`config.mk`:
```
export PLATFORM = sky130hd
export DESIGN_NAME = target_to_gimbal_quaternion
export DESIGN_NICKNAME = d
export VERILOG_FILES = /design/src/rtl/tgq_pkg.sv /design/src/rtl/target_to_gimbal_quaternion.sv /design/src/rtl/tgq_cordic.sv /design/src/rtl/tgq_mul.sv
export SDC_FILE = /design/constraint.sdc
export NUM_CORES = 2
export LEC_CHECK = 0
export ABC_CLOCK_PERIOD_IN_PS = 11350
export BUFFER_PORTS_ARGS = -buffer_cell sky130_fd_sc_hd__buf_2
export CAP_MARGIN = 10
export CORE_MARGIN = 3
export CORE_UTILIZATION = 30
export DETAILED_ROUTE_END_ITERATION = 16
export MAX_ROUTING_LAYER = met4
export PLACE_DENSITY = 0.54
export SETUP_SLACK_MARGIN = 0.15
export SLEW_MARGIN = 20
export SYNTH_ARGS = -nofsm -noshare
export SYNTH_HDL_FRONTEND = slang
export SYNTH_SLANG_ARGS = --single-unit
```
`constraint.sdc`:
```
create_clock -name i_clk -period 11.35 [get_ports i_clk]
set_input_delay 2.8375 -clock i_clk [delete_from_list [all_inputs] [get_ports i_clk]]
set_output_delay 2.8375 -clock i_clk [all_outputs]
set_load 0.05 [all_outputs]
```
`src/rtl/tgq_pkg.sv`:
```
`default_nettype none
package tgq_pkg;

    localparam int ANGLE_BITS_DEF   = 16;
    localparam int CORDIC_STEPS_DEF = 16;

    // CORDIC datapath width: angles on a 2^32-per-turn scale plus growth
    localparam int AW = 36;
    // serial multiplier operand width
    localparam int MW = 32;

    localparam logic signed [AW-1:0] HALF_TURN    = 36'sh0_8000_0000;
    localparam logic signed [AW-1:0] QUARTER_TURN = 36'sh0_4000_0000;
    localparam logic signed [AW-1:0] GAIN_Q30     = 36'sd652032875;
    localparam logic [65:0]          RANGE_SQ_MIN = 66'd429496;

    localparam logic [1:0] OP_TARGET = 2'd0;
    localparam logic [1:0] OP_TICK   = 2'd1;
    localparam logic [1:0] OP_MS     = 2'd2;
    localparam logic [1:0] OP_SPARE  = 2'd3;

    localparam logic KIND_ACQ = 1'b0;
    localparam logic KIND_ATT = 1'b1;

    localparam logic [2:0] CFG_TIMEOUT  = 3'd0;
    localparam logic [2:0] CFG_PITCH    = 3'd1;
    localparam logic [2:0] CFG_YAW      = 3'd2;
    localparam logic [2:0] CFG_DEVID    = 3'd3;
    localparam logic [2:0] CFG_LOCKMASK = 3'd4;

    typedef struct packed {
        logic [1:0]         op;
        logic signed [31:0] cam_right;
        logic signed [31:0] cam_down;
        logic signed [31:0] cam_forward;
    } t_in_word;

    typedef struct packed {
        logic               kind;
        logic signed [15:0] quat_w;
        logic signed [15:0] quat_x;
        logic signed [15:0] quat_y;
        logic signed [15:0] quat_z;
        logic [2:0]         lock_flags;
        logic [7:0]         unit_id;
    } t_out_word;

    typedef struct packed {
        logic start;
        logic vect;
    } t_cordic_cmd;

    // atan(2^-i) on a 2^32-per-turn scale
    function automatic logic signed [AW-1:0] atan_q32(input logic [4:0] i);
        case (i)
            5'd0:  atan_q32 = 36'sd536870912;
            5'd1:  atan_q32 = 36'sd316933406;
            5'd2:  atan_q32 = 36'sd167458907;
            5'd3:  atan_q32 = 36'sd85004756;
            5'd4:  atan_q32 = 36'sd42667331;
            5'd5:  atan_q32 = 36'sd21354465;
            5'd6:  atan_q32 = 36'sd10679838;
            5'd7:  atan_q32 = 36'sd5340245;
            5'd8:  atan_q32 = 36'sd2670163;
            5'd9:  atan_q32 = 36'sd1335087;
            5'd10: atan_q32 = 36'sd667544;
            5'd11: atan_q32 = 36'sd333772;
            5'd12: atan_q32 = 36'sd166886;
            5'd13: atan_q32 = 36'sd83443;
            5'd14: atan_q32 = 36'sd41722;
            5'd15: atan_q32 = 36'sd20861;
            5'd16: atan_q32 = 36'sd10430;
            5'd17: atan_q32 = 36'sd5215;
            5'd18: atan_q32 = 36'sd2608;
            5'd19: atan_q32 = 36'sd1304;
            5'd20: atan_q32 = 36'sd652;
            5'd21: atan_q32 = 36'sd326;
            5'd22: atan_q32 = 36'sd163;
            5'd23: atan_q32 = 36'sd81;
            default: atan_q32 = '0;
        endcase
    endfunction

endpackage
`default_nettype wire

```
`src/rtl/target_to_gimbal_quaternion.sv`:
```
`default_nettype none
// Channel  | Dir | Handshake                | Word
// in       | in  | i_in_valid / o_in_stall  | t_in_word  (op, cam_right/down/forward)
// out      | out | o_out_valid / i_out_stall| t_out_word (kind, quat_w..z, lock, id)
// cfg      | in  | i_cfg_we                 | i_cfg_idx, i_cfg_data
//
// Target samples and ms ticks are handled in the idle state. A control tick with a fresh
// target runs 3 serial squares and 4 serial products (each a start, 32 bit steps and a
// done), two vectoring and two rotating CORDIC passes (each a start, CORDIC_STEPS steps
// and a done) and one load of the output word; a target too close gives an identity word.
// Reset is synchronous, active low; config returns to its defaults.
// Input is stalled while a tick is being worked or the output word is stalled.
module target_to_gimbal_quaternion import tgq_pkg::*; #(
    parameter int ANGLE_BITS   = ANGLE_BITS_DEF,
    parameter int CORDIC_STEPS = CORDIC_STEPS_DEF
) (
    input  wire logic        i_clk,
    input  wire logic        i_rst_n,
    input  wire logic        i_in_valid,
    output logic             o_in_stall,
    input  wire t_in_word    i_in_word,
    output logic             o_out_valid,
    input  wire logic        i_out_stall,
    output t_out_word        o_out_word,
    input  wire logic        i_cfg_we,
    input  wire logic [2:0]  i_cfg_idx,
    input  wire logic [15:0] i_cfg_data
);
    localparam int SH = 32 - ANGLE_BITS;
    localparam logic signed [AW-1:0] RND_HALF = AW'(64'd1 << (SH - 1));
    localparam logic [AW-1:0]        RND_MASK = AW'((64'd1 << SH) - 1);

    typedef enum logic [7:0] {
        ST_IDLE = 8'b0000_0001,
        ST_SQ   = 8'b0000_0010,
        ST_ATP  = 8'b0000_0100,
        ST_ATY  = 8'b0000_1000,
        ST_ROTP = 8'b0001_0000,
        ST_ROTY = 8'b0010_0000,
        ST_MUL  = 8'b0100_0000,
        ST_OUT  = 8'b1000_0000
    } t_state;

    // configuration
    logic [15:0]        r_timeout;
    logic signed [15:0] r_poff, r_yoff;
    logic [7:0]         r_devid;
    logic [2:0]         r_lock;

    // target state
    logic               r_track;
    logic [15:0]        r_age;
    logic signed [31:0] r_sr, r_sd, r_sf;

    // sequencer
    t_state             r_state;
    logic               r_run, r_neg;
    logic [1:0]         r_k;
    logic [65:0]        r_sq;
    logic signed [AW-1:0] r_pa, r_ya;
    logic signed [31:0] r_cp, r_sp, r_cy, r_sy;
    logic signed [15:0] r_qw, r_qx, r_qy, r_qz;

    logic               r_ovalid;
    t_out_word          r_oword;

    logic               in_acc, is_vect, vz, fold_neg, mul_start;
    t_cordic_cmd        c_cmd;
    logic signed [AW-1:0] c_x0, c_y0, c_z0, c_x, c_y, c_z;
    logic               c_done;
    logic signed [AW-1:0] vy, hh, ang, zr, offs;
    logic signed [MW-1:0] m_a, m_b;
    logic signed [2*MW-1:0] m_p;
    logic               m_done;
    logic [65:0]        sq_sum;
    logic signed [65:0] q_t;
    logic signed [20:0] q_v;
    logic signed [15:0] q15;
    logic signed [31:0] c_cos, c_sin;

    assign in_acc     = i_in_valid && !o_in_stall;
    assign o_in_stall = (r_state != ST_IDLE) || (r_ovalid && i_out_stall);

    // CORDIC operand setup: pre-fold for vectoring, half angle fold for rotation
    always_comb begin
        is_vect  = (r_state == ST_ATP) || (r_state == ST_ATY);
        vy       = (r_state == ST_ATP) ? AW'(r_sd) : AW'(r_sr);
        vz       = (r_sf == 0) && (vy == 0);
        hh       = ((r_state == ST_ROTP) ? r_pa : r_ya) >>> 1;
        fold_neg = 1'b0;
        if (is_vect) begin
            if (r_sf < 0) begin
                c_x0 = -AW'(r_sf);
                c_y0 = -vy;
                c_z0 = (vy >= 0) ? HALF_TURN : -HALF_TURN;
            end else begin
                c_x0 = AW'(r_sf);
                c_y0 = vy;
                c_z0 = '0;
            end
        end else begin
            c_x0 = GAIN_Q30;
            c_y0 = '0;
            if (hh > QUARTER_TURN) begin
                c_z0 = hh - HALF_TURN; fold_neg = 1'b1;
            end else if (hh < -QUARTER_TURN) begin
                c_z0 = hh + HALF_TURN; fold_neg = 1'b1;
            end else begin
                c_z0 = hh;
            end
        end
        c_cmd.vect  = is_vect;
        c_cmd.start = !r_run && !(is_vect && vz) &&
                      (is_vect || (r_state == ST_ROTP) || (r_state == ST_ROTY));
        // round atan2 to ANGLE_BITS, then add the offset
        offs  = (r_state == ST_ATP) ? (AW'(r_poff) <<< 16) : (AW'(r_yoff) <<< 16);
        zr    = (c_z + RND_HALF) & ~RND_MASK;
        ang   = zr + offs;
        c_cos = r_neg ? 32'(-c_x) : 32'(c_x);
        c_sin = r_neg ? 32'(-c_y) : 32'(c_y);
    end

    // multiplier operands
    always_comb begin
        m_a = r_sr;
        m_b = r_sr;
        if (r_state == ST_SQ) begin
            case (r_k)
                2'd0:    begin m_a = r_sr; m_b = r_sr; end
                2'd1:    begin m_a = r_sd; m_b = r_sd; end
                default: begin m_a = r_sf; m_b = r_sf; end
            endcase
        end else begin
            case (r_k)
                2'd0:    begin m_a = r_cy;  m_b = r_cp; end
                2'd1:    begin m_a = -r_sy; m_b = r_sp; end
                2'd2:    begin m_a = r_cy;  m_b = r_sp; end
                default: begin m_a = r_sy;  m_b = r_cp; end
            endcase
        end
        mul_start = !r_run && ((r_state == ST_SQ) || (r_state == ST_MUL));
        sq_sum    = r_sq + 66'($unsigned(m_p));
        // Q60 -> Q15, round half up, saturate
        q_t = 66'(m_p) + (66'sd1 <<< 44);
        q_v = 21'(q_t >>> 45);
        if (q_v > 21'sd32767)       q15 = 16'sh7fff;
        else if (q_v < -21'sd32768) q15 = 16'sh8000;
        else                        q15 = 16'(q_v);
    end

    tgq_cordic #(.CORDIC_STEPS(CORDIC_STEPS)) u_cordic (
        .i_clk, .i_rst_n, .i_cmd(c_cmd), .i_x(c_x0), .i_y(c_y0), .i_z(c_z0),
        .o_x(c_x), .o_y(c_y), .o_z(c_z), .o_done(c_done)
    );

    tgq_mul u_mul (
        .i_clk, .i_rst_n, .i_start(mul_start), .i_a(m_a), .i_b(m_b),
        .o_p(m_p), .o_done(m_done)
    );

    always_ff @(posedge i_clk) begin
        if (!i_rst_n) begin
            r_timeout <= 16'd1000;
            r_poff    <= '0;
            r_yoff    <= '0;
            r_devid   <= '0;
            r_lock    <= 3'd3;
            r_track   <= 1'b0;
            r_age     <= '0;
            r_sr      <= '0;
            r_sd      <= '0;
            r_sf      <= '0;
            r_state   <= ST_IDLE;
            r_run     <= 1'b0;
            r_k       <= '0;
            r_ovalid  <= 1'b0;
        end else begin
            if (i_cfg_we) begin
                case (i_cfg_idx)
                    CFG_TIMEOUT:  r_timeout <= i_cfg_data;
                    CFG_PITCH:    r_poff    <= i_cfg_data;
                    CFG_YAW:      r_yoff    <= i_cfg_data;
                    CFG_DEVID:    r_devid   <= i_cfg_data[7:0];
                    CFG_LOCKMASK: r_lock    <= i_cfg_data[2:0];
                    default: ;
                endcase
            end

            if (r_ovalid && !i_out_stall) r_ovalid <= 1'b0;

            case (r_state)
                ST_IDLE: begin
                    if (in_acc) begin
                        case (i_in_word.op)
                            OP_TARGET: begin
                                r_sr    <= i_in_word.cam_right;
                                r_sd    <= i_in_word.cam_down;
                                r_sf    <= i_in_word.cam_forward;
                                r_track <= 1'b1;
                                r_age   <= '0;
                                if (!r_track) begin
                                    r_ovalid <= 1'b1;
                                    r_oword  <= '{kind: KIND_ACQ, quat_w: '0,
                                                  quat_x: '0, quat_y: '0, quat_z: '0,
                                                  lock_flags: '0, unit_id: r_devid};
                                end
                            end
                            OP_MS: begin
                                if (r_age != 16'hffff) r_age <= r_age + 1'b1;
                            end
                            OP_TICK: begin
                                if (r_track) begin
                                    if (r_age > r_timeout) begin
                                        r_track <= 1'b0;
                                    end else begin
                                        r_state <= ST_SQ;
                                        r_k     <= '0;
                                        r_sq    <= '0;
                                    end
                                end
                            end
                            default: ;
                        endcase
                    end
                end
                ST_SQ: begin
                    if (mul_start) r_run <= 1'b1;
                    if (m_done) begin
                        r_run <= 1'b0;
                        r_sq  <= sq_sum;
                        if (r_k == 2'd2) begin
                            r_k <= '0;
                            if (sq_sum <= RANGE_SQ_MIN) begin
                                // target too close: identity
                                r_qw    <= 16'sd32767;
                                r_qx    <= '0;
                                r_qy    <= '0;
                                r_qz    <= '0;
                                r_state <= ST_OUT;
                            end else begin
                                r_state <= ST_ATP;
                            end
                        end else begin
                            r_k <= r_k + 1'b1;
                        end
                    end
                end
                ST_ATP, ST_ATY: begin
                    if (!r_run) begin
                        if (vz) begin
                            // both operands zero: angle is just the offset
                            if (r_state == ST_ATP) begin
                                r_pa <= offs; r_state <= ST_ATY;
                            end else begin
                                r_ya <= offs; r_state <= ST_ROTP;
                            end
                        end else begin
                            r_run <= 1'b1;
                        end
                    end else if (c_done) begin
                        r_run <= 1'b0;
                        if (r_state == ST_ATP) begin
                            r_pa <= ang; r_state <= ST_ATY;
                        end else begin
                            r_ya <= ang; r_state <= ST_ROTP;
                        end
                    end
                end
                ST_ROTP, ST_ROTY: begin
                    if (!r_run) begin
                        r_run <= 1'b1;
                        r_neg <= fold_neg;
                    end else if (c_done) begin
                        r_run <= 1'b0;
                        if (r_state == ST_ROTP) begin
                            r_cp <= c_cos; r_sp <= c_sin; r_state <= ST_ROTY;
                        end else begin
                            r_cy <= c_cos; r_sy <= c_sin; r_state <= ST_MUL;
                            r_k  <= '0;
                        end
                    end
                end
                ST_MUL: begin
                    if (mul_start) r_run <= 1'b1;
                    if (m_done) begin
                        r_run <= 1'b0;
                        r_k   <= r_k + 1'b1;
                        case (r_k)
                            2'd0:    r_qw <= q15;
                            2'd1:    r_qx <= q15;
                            2'd2:    r_qy <= q15;
                            default: begin
                                r_qz    <= q15;
                                r_state <= ST_OUT;
                            end
                        endcase
                    end
                end
                ST_OUT: begin
                    if (!r_ovalid || !i_out_stall) begin
                        r_ovalid <= 1'b1;
                        r_oword  <= '{kind: KIND_ATT, quat_w: r_qw, quat_x: r_qx,
                                      quat_y: r_qy, quat_z: r_qz,
                                      lock_flags: r_lock, unit_id: r_devid};
                        r_state  <= ST_IDLE;
                    end
                end
                default: r_state <= ST_IDLE;
            endcase
        end
    end

    assign o_out_valid = r_ovalid;
    assign o_out_word  = r_oword;

    a_state_onehot: assert property (@(posedge i_clk) disable iff (!i_rst_n)
        $onehot(r_state)) else $error("sequencer state not one-hot");

    a_cordic_owner: assert property (@(posedge i_clk) disable iff (!i_rst_n)
        c_done |-> (r_state == ST_ATP || r_state == ST_ATY ||
                    r_state == ST_ROTP || r_state == ST_ROTY))
        else $error("CORDIC finished outside an angle step");

    a_mul_owner: assert property (@(posedge i_clk) disable iff (!i_rst_n)
        m_done |-> (r_state == ST_SQ || r_state == ST_MUL))
        else $error("multiplier finished outside a product step");

    a_out_loaded: assert property (@(posedge i_clk) disable iff (!i_rst_n)
        (r_state == ST_OUT && (!r_ovalid || !i_out_stall)) |=> r_ovalid)
        else $error("attitude word not presented");

endmodule
`default_nettype wire

```
`src/rtl/tgq_cordic.sv`:
```
`default_nettype none
module tgq_cordic import tgq_pkg::*; #(
    parameter int CORDIC_STEPS = CORDIC_STEPS_DEF
) (
    input  wire logic                  i_clk,
    input  wire logic                  i_rst_n,
    input  wire t_cordic_cmd           i_cmd,
    input  wire logic signed [AW-1:0]  i_x,
    input  wire logic signed [AW-1:0]  i_y,
    input  wire logic signed [AW-1:0]  i_z,
    output logic signed [AW-1:0]       o_x,
    output logic signed [AW-1:0]       o_y,
    output logic signed [AW-1:0]       o_z,
    output logic                       o_done
);
    localparam int IW = $clog2(CORDIC_STEPS);

    logic signed [AW-1:0] r_x, r_y, r_z;
    logic [IW-1:0]        r_i;
    logic                 r_busy, r_vect, r_done;
    logic signed [AW-1:0] xs, ys, at;
    logic signed [AW-1:0] n_x, n_y, n_z;

    // one micro-rotation per cycle
    always_comb begin
        xs = r_x >>> r_i;
        ys = r_y >>> r_i;
        at = atan_q32(5'(r_i));
        if (r_vect) begin
            if (!r_y[AW-1]) begin
                n_x = r_x + ys; n_y = r_y - xs; n_z = r_z + at;
            end else begin
                n_x = r_x - ys; n_y = r_y + xs; n_z = r_z - at;
            end
        end else begin
            if (!r_z[AW-1]) begin
                n_x = r_x - ys; n_y = r_y + xs; n_z = r_z - at;
            end else begin
                n_x = r_x + ys; n_y = r_y - xs; n_z = r_z + at;
            end
        end
    end

    always_ff @(posedge i_clk) begin
        if (!i_rst_n) begin
            r_busy <= 1'b0;
            r_done <= 1'b0;
            r_i    <= '0;
        end else begin
            r_done <= 1'b0;
            if (i_cmd.start) begin
                r_x    <= i_x;
                r_y    <= i_y;
                r_z    <= i_z;
                r_vect <= i_cmd.vect;
                r_i    <= '0;
                r_busy <= 1'b1;
            end else if (r_busy) begin
                r_x <= n_x;
                r_y <= n_y;
                r_z <= n_z;
                r_i <= r_i + 1'b1;
                if (r_i == IW'(CORDIC_STEPS - 1)) begin
                    r_busy <= 1'b0;
                    r_done <= 1'b1;
                end
            end
        end
    end

    assign o_x    = r_x;
    assign o_y    = r_y;
    assign o_z    = r_z;
    assign o_done = r_done;
endmodule
`default_nettype wire

```
`src/rtl/tgq_mul.sv`:
```
`default_nettype none
module tgq_mul import tgq_pkg::*; (
    input  wire logic                   i_clk,
    input  wire logic                   i_rst_n,
    input  wire logic                   i_start,
    input  wire logic signed [MW-1:0]   i_a,
    input  wire logic signed [MW-1:0]   i_b,
    output logic signed [2*MW-1:0]      o_p,
    output logic                        o_done
);
    localparam int CW = $clog2(MW);

    logic [MW-1:0]         r_ua, r_hi, r_lo;
    logic                  r_neg, r_busy, r_done;
    logic [CW-1:0]         r_cnt;
    logic signed [2*MW-1:0] r_p;
    logic [MW:0]           sum;
    logic [2*MW-1:0]       prod;

    // shift-and-add, one multiplier bit per cycle
    always_comb begin
        sum  = {1'b0, r_hi} + (r_lo[0] ? {1'b0, r_ua} : '0);
        prod = {sum[MW:1], sum[0], r_lo[MW-1:1]};
    end

    always_ff @(posedge i_clk) begin
        if (!i_rst_n) begin
            r_busy <= 1'b0;
            r_done <= 1'b0;
            r_cnt  <= '0;
        end else begin
            r_done <= 1'b0;
            if (i_start) begin
                r_ua   <= i_a[MW-1] ? MW'(-i_a) : MW'(i_a);
                r_lo   <= i_b[MW-1] ? MW'(-i_b) : MW'(i_b);
                r_hi   <= '0;
                r_neg  <= i_a[MW-1] ^ i_b[MW-1];
                r_cnt  <= '0;
                r_busy <= 1'b1;
            end else if (r_busy) begin
                r_hi  <= prod[2*MW-1:MW];
                r_lo  <= prod[MW-1:0];
                r_cnt <= r_cnt + 1'b1;
                if (r_cnt == CW'(MW - 1)) begin
                    r_busy <= 1'b0;
                    r_done <= 1'b1;
                    r_p    <= r_neg ? -$signed(prod) : $signed(prod);
                end
            end
        end
    end

    assign o_p    = r_p;
    assign o_done = r_done;
endmodule
`default_nettype wire
```
# == Word level (Yosys, flattened, before mapping) ==
# Memory sizes are Yosys's and may differ from the RTL's. A register that Yosys moved wholly into a read port is not among the register bits.
# Index checks and enable logic that the tools add are counted.
# word_totals
regBits,874
mem_bits_ro,480
in_bits,122
elab_cells,348
n_memories,1
# memory_table
name,words,width,read_ports,rd_ports_with_merged_regs,write_ports,line_no,rtl
(no name shown),16,30,1,1,0,tgq_pkg.sv:55,case (i)
# classes
addsub,25
order_cmp,8
n_eq_ne,43
shifts,2
mux,141
bitwise,8
reduce_logical,71
# ops
cell,n
$mux 36,37
$mux 66,5
$mux 32,10
$mux 76,4
$mux 16,17
$neg 32->32,5
$pmux 16 s2,5
$pmux 76 s2,1
$add 36x36->36,4
$pmux 66 s2,1
$pmux 32 s2,2
$mux 8,15
$sub 36x36->36,3
$sshr 36x4->36,2
$add 66x64->66,1
$le 66x19->1 const B,1
$add 64x46->65 const B,1
$mux 64,1
$neg 64->64,1
$pmux 8 s6,1
$add 35x33->36 const B,1
$add 36x16->36 const B,1
$ge 36x1->1 const B,1
$logic_not 36->1,1
other kinds (66),177

# == Depth between registers and ports, before layout ==
# logic_depth
depth_word,10
mapped_depth,28

# == By module ==
# Synthesis repeated with hierarchy kept, for this count alone.
# unflattened
hier_cells,7266
area_unflattened_um2,64219.1
# modules_own_cells
mod,n_inst,cells_per_inst,area_each_um2,seq_area_each_um2
target_to_gimbal_quaternion,1,3639,33502.1,14944.3
tgq_cordic,1,2603,20183.1,3993.8
tgq_mul,1,1024,10533.9,4974.8

# == Least setup slack after synthesis ==
# OpenSTA, ideal clock, no wires.
# synth_timing
path_kind,input -> register
startpoint,in i_rst_n
endpoint,reg r_sq[0] (enable)
arrival_ps,8210
required_time_ps,10765
setup_slack_ps,2555
stages,3
path_buffers,2
cell_sequence,clkbuf_1 clkbuf_1 nor3b_1
# synth_between
elab_chain_len,1
# synth_lines
item,line_no,rtl
"start, declared",target_to_gimbal_quaternion.sv:18,"input wire logic i_rst_n,"
$reduce_and 7->1 (no line),n/a,
"end signal, assigned",target_to_gimbal_quaternion.sv:230,r_sq <= sq_sum;
"end, declared",target_to_gimbal_quaternion.sv:59,logic [65:0] r_sq;
# No other way between the ends.
# A chain may end at the register's enable or synchronous reset.

# == Worst setup path after layout ==
# layout_timing
startpoint,reg r_sq[0]
endpoint,reg r_qz[0] (enable)
# layout_between
elab_chain_len,4
# layout_lines
item,line_no,rtl
$add 66x64->66,target_to_gimbal_quaternion.sv:142,sq_sum = r_sq + 66'($unsigned(m_p));
$le 66x19->1,target_to_gimbal_quaternion.sv:233,if (sq_sum <= RANGE_SQ_MIN) begin
$ne 2x1->1 (no line),n/a,
$reduce_and 7->1 (no line),n/a,
"end signal, assigned",target_to_gimbal_quaternion.sv:293,r_qz <= q15;
"end, declared",target_to_gimbal_quaternion.sv:62,"logic signed [15:0] r_qw, r_qx, r_qy, r_qz;"
# No other way between the ends.

==> reports/results.md <==
Clock tree
* **maximum number of buffers from clock root to sink** 3
* **worst skew pair latency** 780 ps
* **count of hold-fix buffers inserted at cts** 0
* **Sinks on Clock Net** 872
* **cts repair resizes** 0
* **cell at the root of the clock tree** sky130_fd_sc_hd__clkbuf_16
* **Reg clk slew, reported paths** 60 ps
* **# Post-CTS Setup Buffers** 0
* **H-tree level count** 3
* **TritonCTS clock tree** yes
* **Inserted Clock Buffers** 104

Detailed routing
* **routed vias/inst** 5.327
* **number of nets with antenna violations after detailed routing** 0
* **first drt pass iteration count** 8
* **vias after detailed routing** 50640
* **DRT iter0 DRCs** 4487
* **total detailed-routing wirelength** 202.9 mm
* **DRC** 0
* **wire per inst** 21.34 um

STA
* **crit path time final** 6908 ps
* **summed negative setup slack over all endpoints** 0 ps
* **count of pins over their slew limit** 0
* **transition time at the pin with the least slew margin** 1133 ps
* **final hold vios** 0
* **relative max-transition margin** 23.65%
* **Setup violations, final** 0
* **final worst path period share** 60.87%
* **skew final** 68.04 ps
* **RSZ-0062 raised after global routing** false
* **highest clock rate** 144.8 MHz
* **Min Hold Slack** 428.4 ps

Global route
* **initial antenna violation count** 5
* **Overflow after GRT** 0
* **global-route usage over all layers** 19.34%
* **first-pass GRT wire length** 304.8 mm
* **largest net degree at the start of global routing** 176
* **via count of the first global-routing pass** 49350

Setup path
* **library cell contributing the largest single delay on the critical path** sky130_fd_sc_hd__a41o_1
* **CP arrival** 7310 ps
* **count of cells along the worst register-to-register path** 17
* **Setup Crit Path Kind** reg2reg
* **Crit. End Element** flip-flop
* **internal reg-to-reg setup slack** 4440 ps
* **type of element launching the critical path** flip-flop
* **cell chain of the critical path** ha_1 > fa_1 > a211oi_1 > o21ai_0 > o311ai_1 > o22ai_2 > o21ai_4 > mux2i_1 > o311ai_0 > or4_1 > or4_1 > or4_1 > nor4_1 > nand4_1 > nor4b_2 > and2b_1 > a41o_1
* **slowest cell delay on critical path** 630 ps
* **crit-path max FO** 16
* **dominant cell type by count on the critical path** sky130_fd_sc_hd__or4_1
* **WP data required** 11750 ps

Cells and area
* **filler cell count** 20560
* **most frequent cells in the layout** 878 x sky130_fd_sc_hd__nand2_1, 645 x sky130_fd_sc_hd__edfxtp_1, 486 x sky130_fd_sc_hd__nor2_1
* **Multi-input gate area** 34370 um2
* **most common cell after layout, fill and taps aside** sky130_fd_sc_hd__nand2_1
* **area growth from synthesis to layout** 11.87%
* **final instance count without filler cells** 9506
* **Final Net Count** 7257
* **sequential cell area** 23920 um2
* **fraction of layout cells with a size suffix above 1** 9.520%

Floorplanning
* **floorplan die width** 455.7 um
* **starting density of the core** 30.26%
* **area of the core region** 200500 um2
* **floorplan die area** 207700 um2
* **Die H** 455.7 um
* **cell row count** 164
* **total I/O pin count** 200

Yosys
* **most frequently used flop master after synthesis** sky130_fd_sc_hd__edfxtp_1
* **Gate Count Post-Synth** 6730
* **warnings from Yosys** 0
* **dominant cell type by area after synthesis** sky130_fd_sc_hd__edfxtp_1
* **EDFF count, synth** 645
* **average size of a mapped cell** 9.015 um2
* **Synth Cell Area** 60670 um2
* **fraction of the yosys area taken by sequential cells** 39.41%
* **flip-flop and latch count after synthesis** 872
* **share of the synthesized area in the top cell type** 31.92%
* **Syn Nets** 7225
* **synth unique cells** 107
* **post-synthesis async set-or-reset flop share** 0%
* **cell types with the largest area share after synthesis** sky130_fd_sc_hd__edfxtp_1 32%, sky130_fd_sc_hd__ha_1 7.5%, sky130_fd_sc_hd__dfxtp_1 7.5%

Placement
* **number of I/O port buffers** 199
* **weighted congestion at the end of routability-driven global placement** 0.9859
* **Inst Count DP** 9312
* **post-detail-place hpwl** 153.4 mm

Pwr
* **power per cell area** 135.8 nW/um2
* **Peak supply drop** 0.0001258 V
* **leak pwr** 25.48 nW
* **overall power of the completed layout** 9.218 mW

Run
* **max-cap check violation count** 0

Outcome
* **result of the run** finished clean

Hold path
* **Hold Crit Class** reg2reg
* **number of cells on the worst hold path** 0

[worst max-delay path: cells and delay by family, from the launching register on]
kind	cells	cell delay (ps)
DFF	1	370
adders and majority gates	2	660
and+or+nand+nor	7	2890
AOI/OAI and AO/OA	7	2360
muxes	1	270
[power breakdown]
part | internal, mW | switching, mW
Combinational | 0.680 | 1.43
Clock | 1.97 | 1.46
Sequential | 3.58 | 0.0896
Total | 6.23 | 2.99
[Yosys cell counts (60+ instances only)]
cell and number:
sky130_fd_sc_hd__nand2_1 879, sky130_fd_sc_hd__edfxtp_1 645, sky130_fd_sc_hd__nor2_1 496, sky130_fd_sc_hd__a21oi_1 464
sky130_fd_sc_hd__o21ai_0 447, sky130_fd_sc_hd__ha_1 364, sky130_fd_sc_hd__xnor2_1 337, sky130_fd_sc_hd__inv_1 289
sky130_fd_sc_hd__clkbuf_1 280, sky130_fd_sc_hd__dfxtp_1 227, sky130_fd_sc_hd__and2_1 171, sky130_fd_sc_hd__a21boi_0 168
sky130_fd_sc_hd__xor2_1 164, sky130_fd_sc_hd__mux2i_1 130, sky130_fd_sc_hd__nor3_1 126, sky130_fd_sc_hd__nand3_1 121
sky130_fd_sc_hd__a21o_1 113, sky130_fd_sc_hd__o31ai_1 87, sky130_fd_sc_hd__nand2b_1 76, sky130_fd_sc_hd__nor2b_1 69
sky130_fd_sc_hd__or3_1 65, sky130_fd_sc_hd__a211oi_1 62, sky130_fd_sc_hd__o22ai_1 60
[worst paths after layout]
| path | startpoint | endpoint |
|---|---|---|
| max | r_sq[0] | r_qz[0] |
| min | r_devid[6] | o_out_word[6] |
| max reg2reg | r_sq[0] | r_qz[0] |
| min reg2reg | r_devid[6] | o_out_word[6] |
[through the flow]
step / utilization, % / setup slack [ps] / cell area (um2)
after CTS: 33.85 / 4451 / 67870
after floorplan: - / 2555 / 60670
final: 33.85 / 4442 / 67870
after global routing: 33.85 / 3974 / 67870
after global placement: 32.08 / 4483 / 64310
after detailed placement: 32.08 / 4416 / 64320
[sequential cells by signal (all words and copies together), names as in the netlist, 30 cells and up]
signal / cells
u_cordic.o_z: 36
u_mul.r_lo: 32
u_mul.o_p: 64
r_sd: 32
r_sq: 66
u_cordic.at: 30
u_cordic.o_y: 36
r_sf: 32
u_mul.r_hi: 32
o_out_word: 76
u_cordic.o_x: 36
u_mul.r_ua: 32
r_cy: 32
r_sp: 32
r_sr: 32
r_sy: 32
r_cp: 32
[per-layer routing]
layer  share of wire, %  vias up  GRT usage, %
met5                  0        -             -
met4                5.5        0         9.647
met3                4.7      415         2.305
met2                 48     1454         32.01
met1                 42    24460         23.27
li1                   -    24310             -
[logic make-up after synthesis]
| kind of cell | after synthesis | share of synthesized area [%] |
|---|---|---|
| AND/OR/NAND/NOR | 2292 | 17.77 |
| adder cells (fa/ha/maj) | 374 | 7.820 |
| flip-flops | 872 | 39.41 |
| AO/OA/AOI/OAI | 1824 | 19.10 |
| multiplexers | 221 | 4.446 |
| XOR/XNOR | 502 | 7.259 |
| buffers and inverters | 645 | 4.193 |
[layout make-up]
| cell class | count | share of cell area, % |
|---|---|---|
| multi-input cells | 5213 | 50.63 |
| clock inverters | 57 | 0.9789 |
| inverters | 293 | 1.620 |
| clock buffers | 136 | 4.251 |
| diodes | 1 | 0.003687 |
| repair buffers | 278 | 2.369 |
| well taps | 2656 | 4.896 |
| flip-flops and latches | 872 | 35.25 |
(Power assumes the default switching activity.)
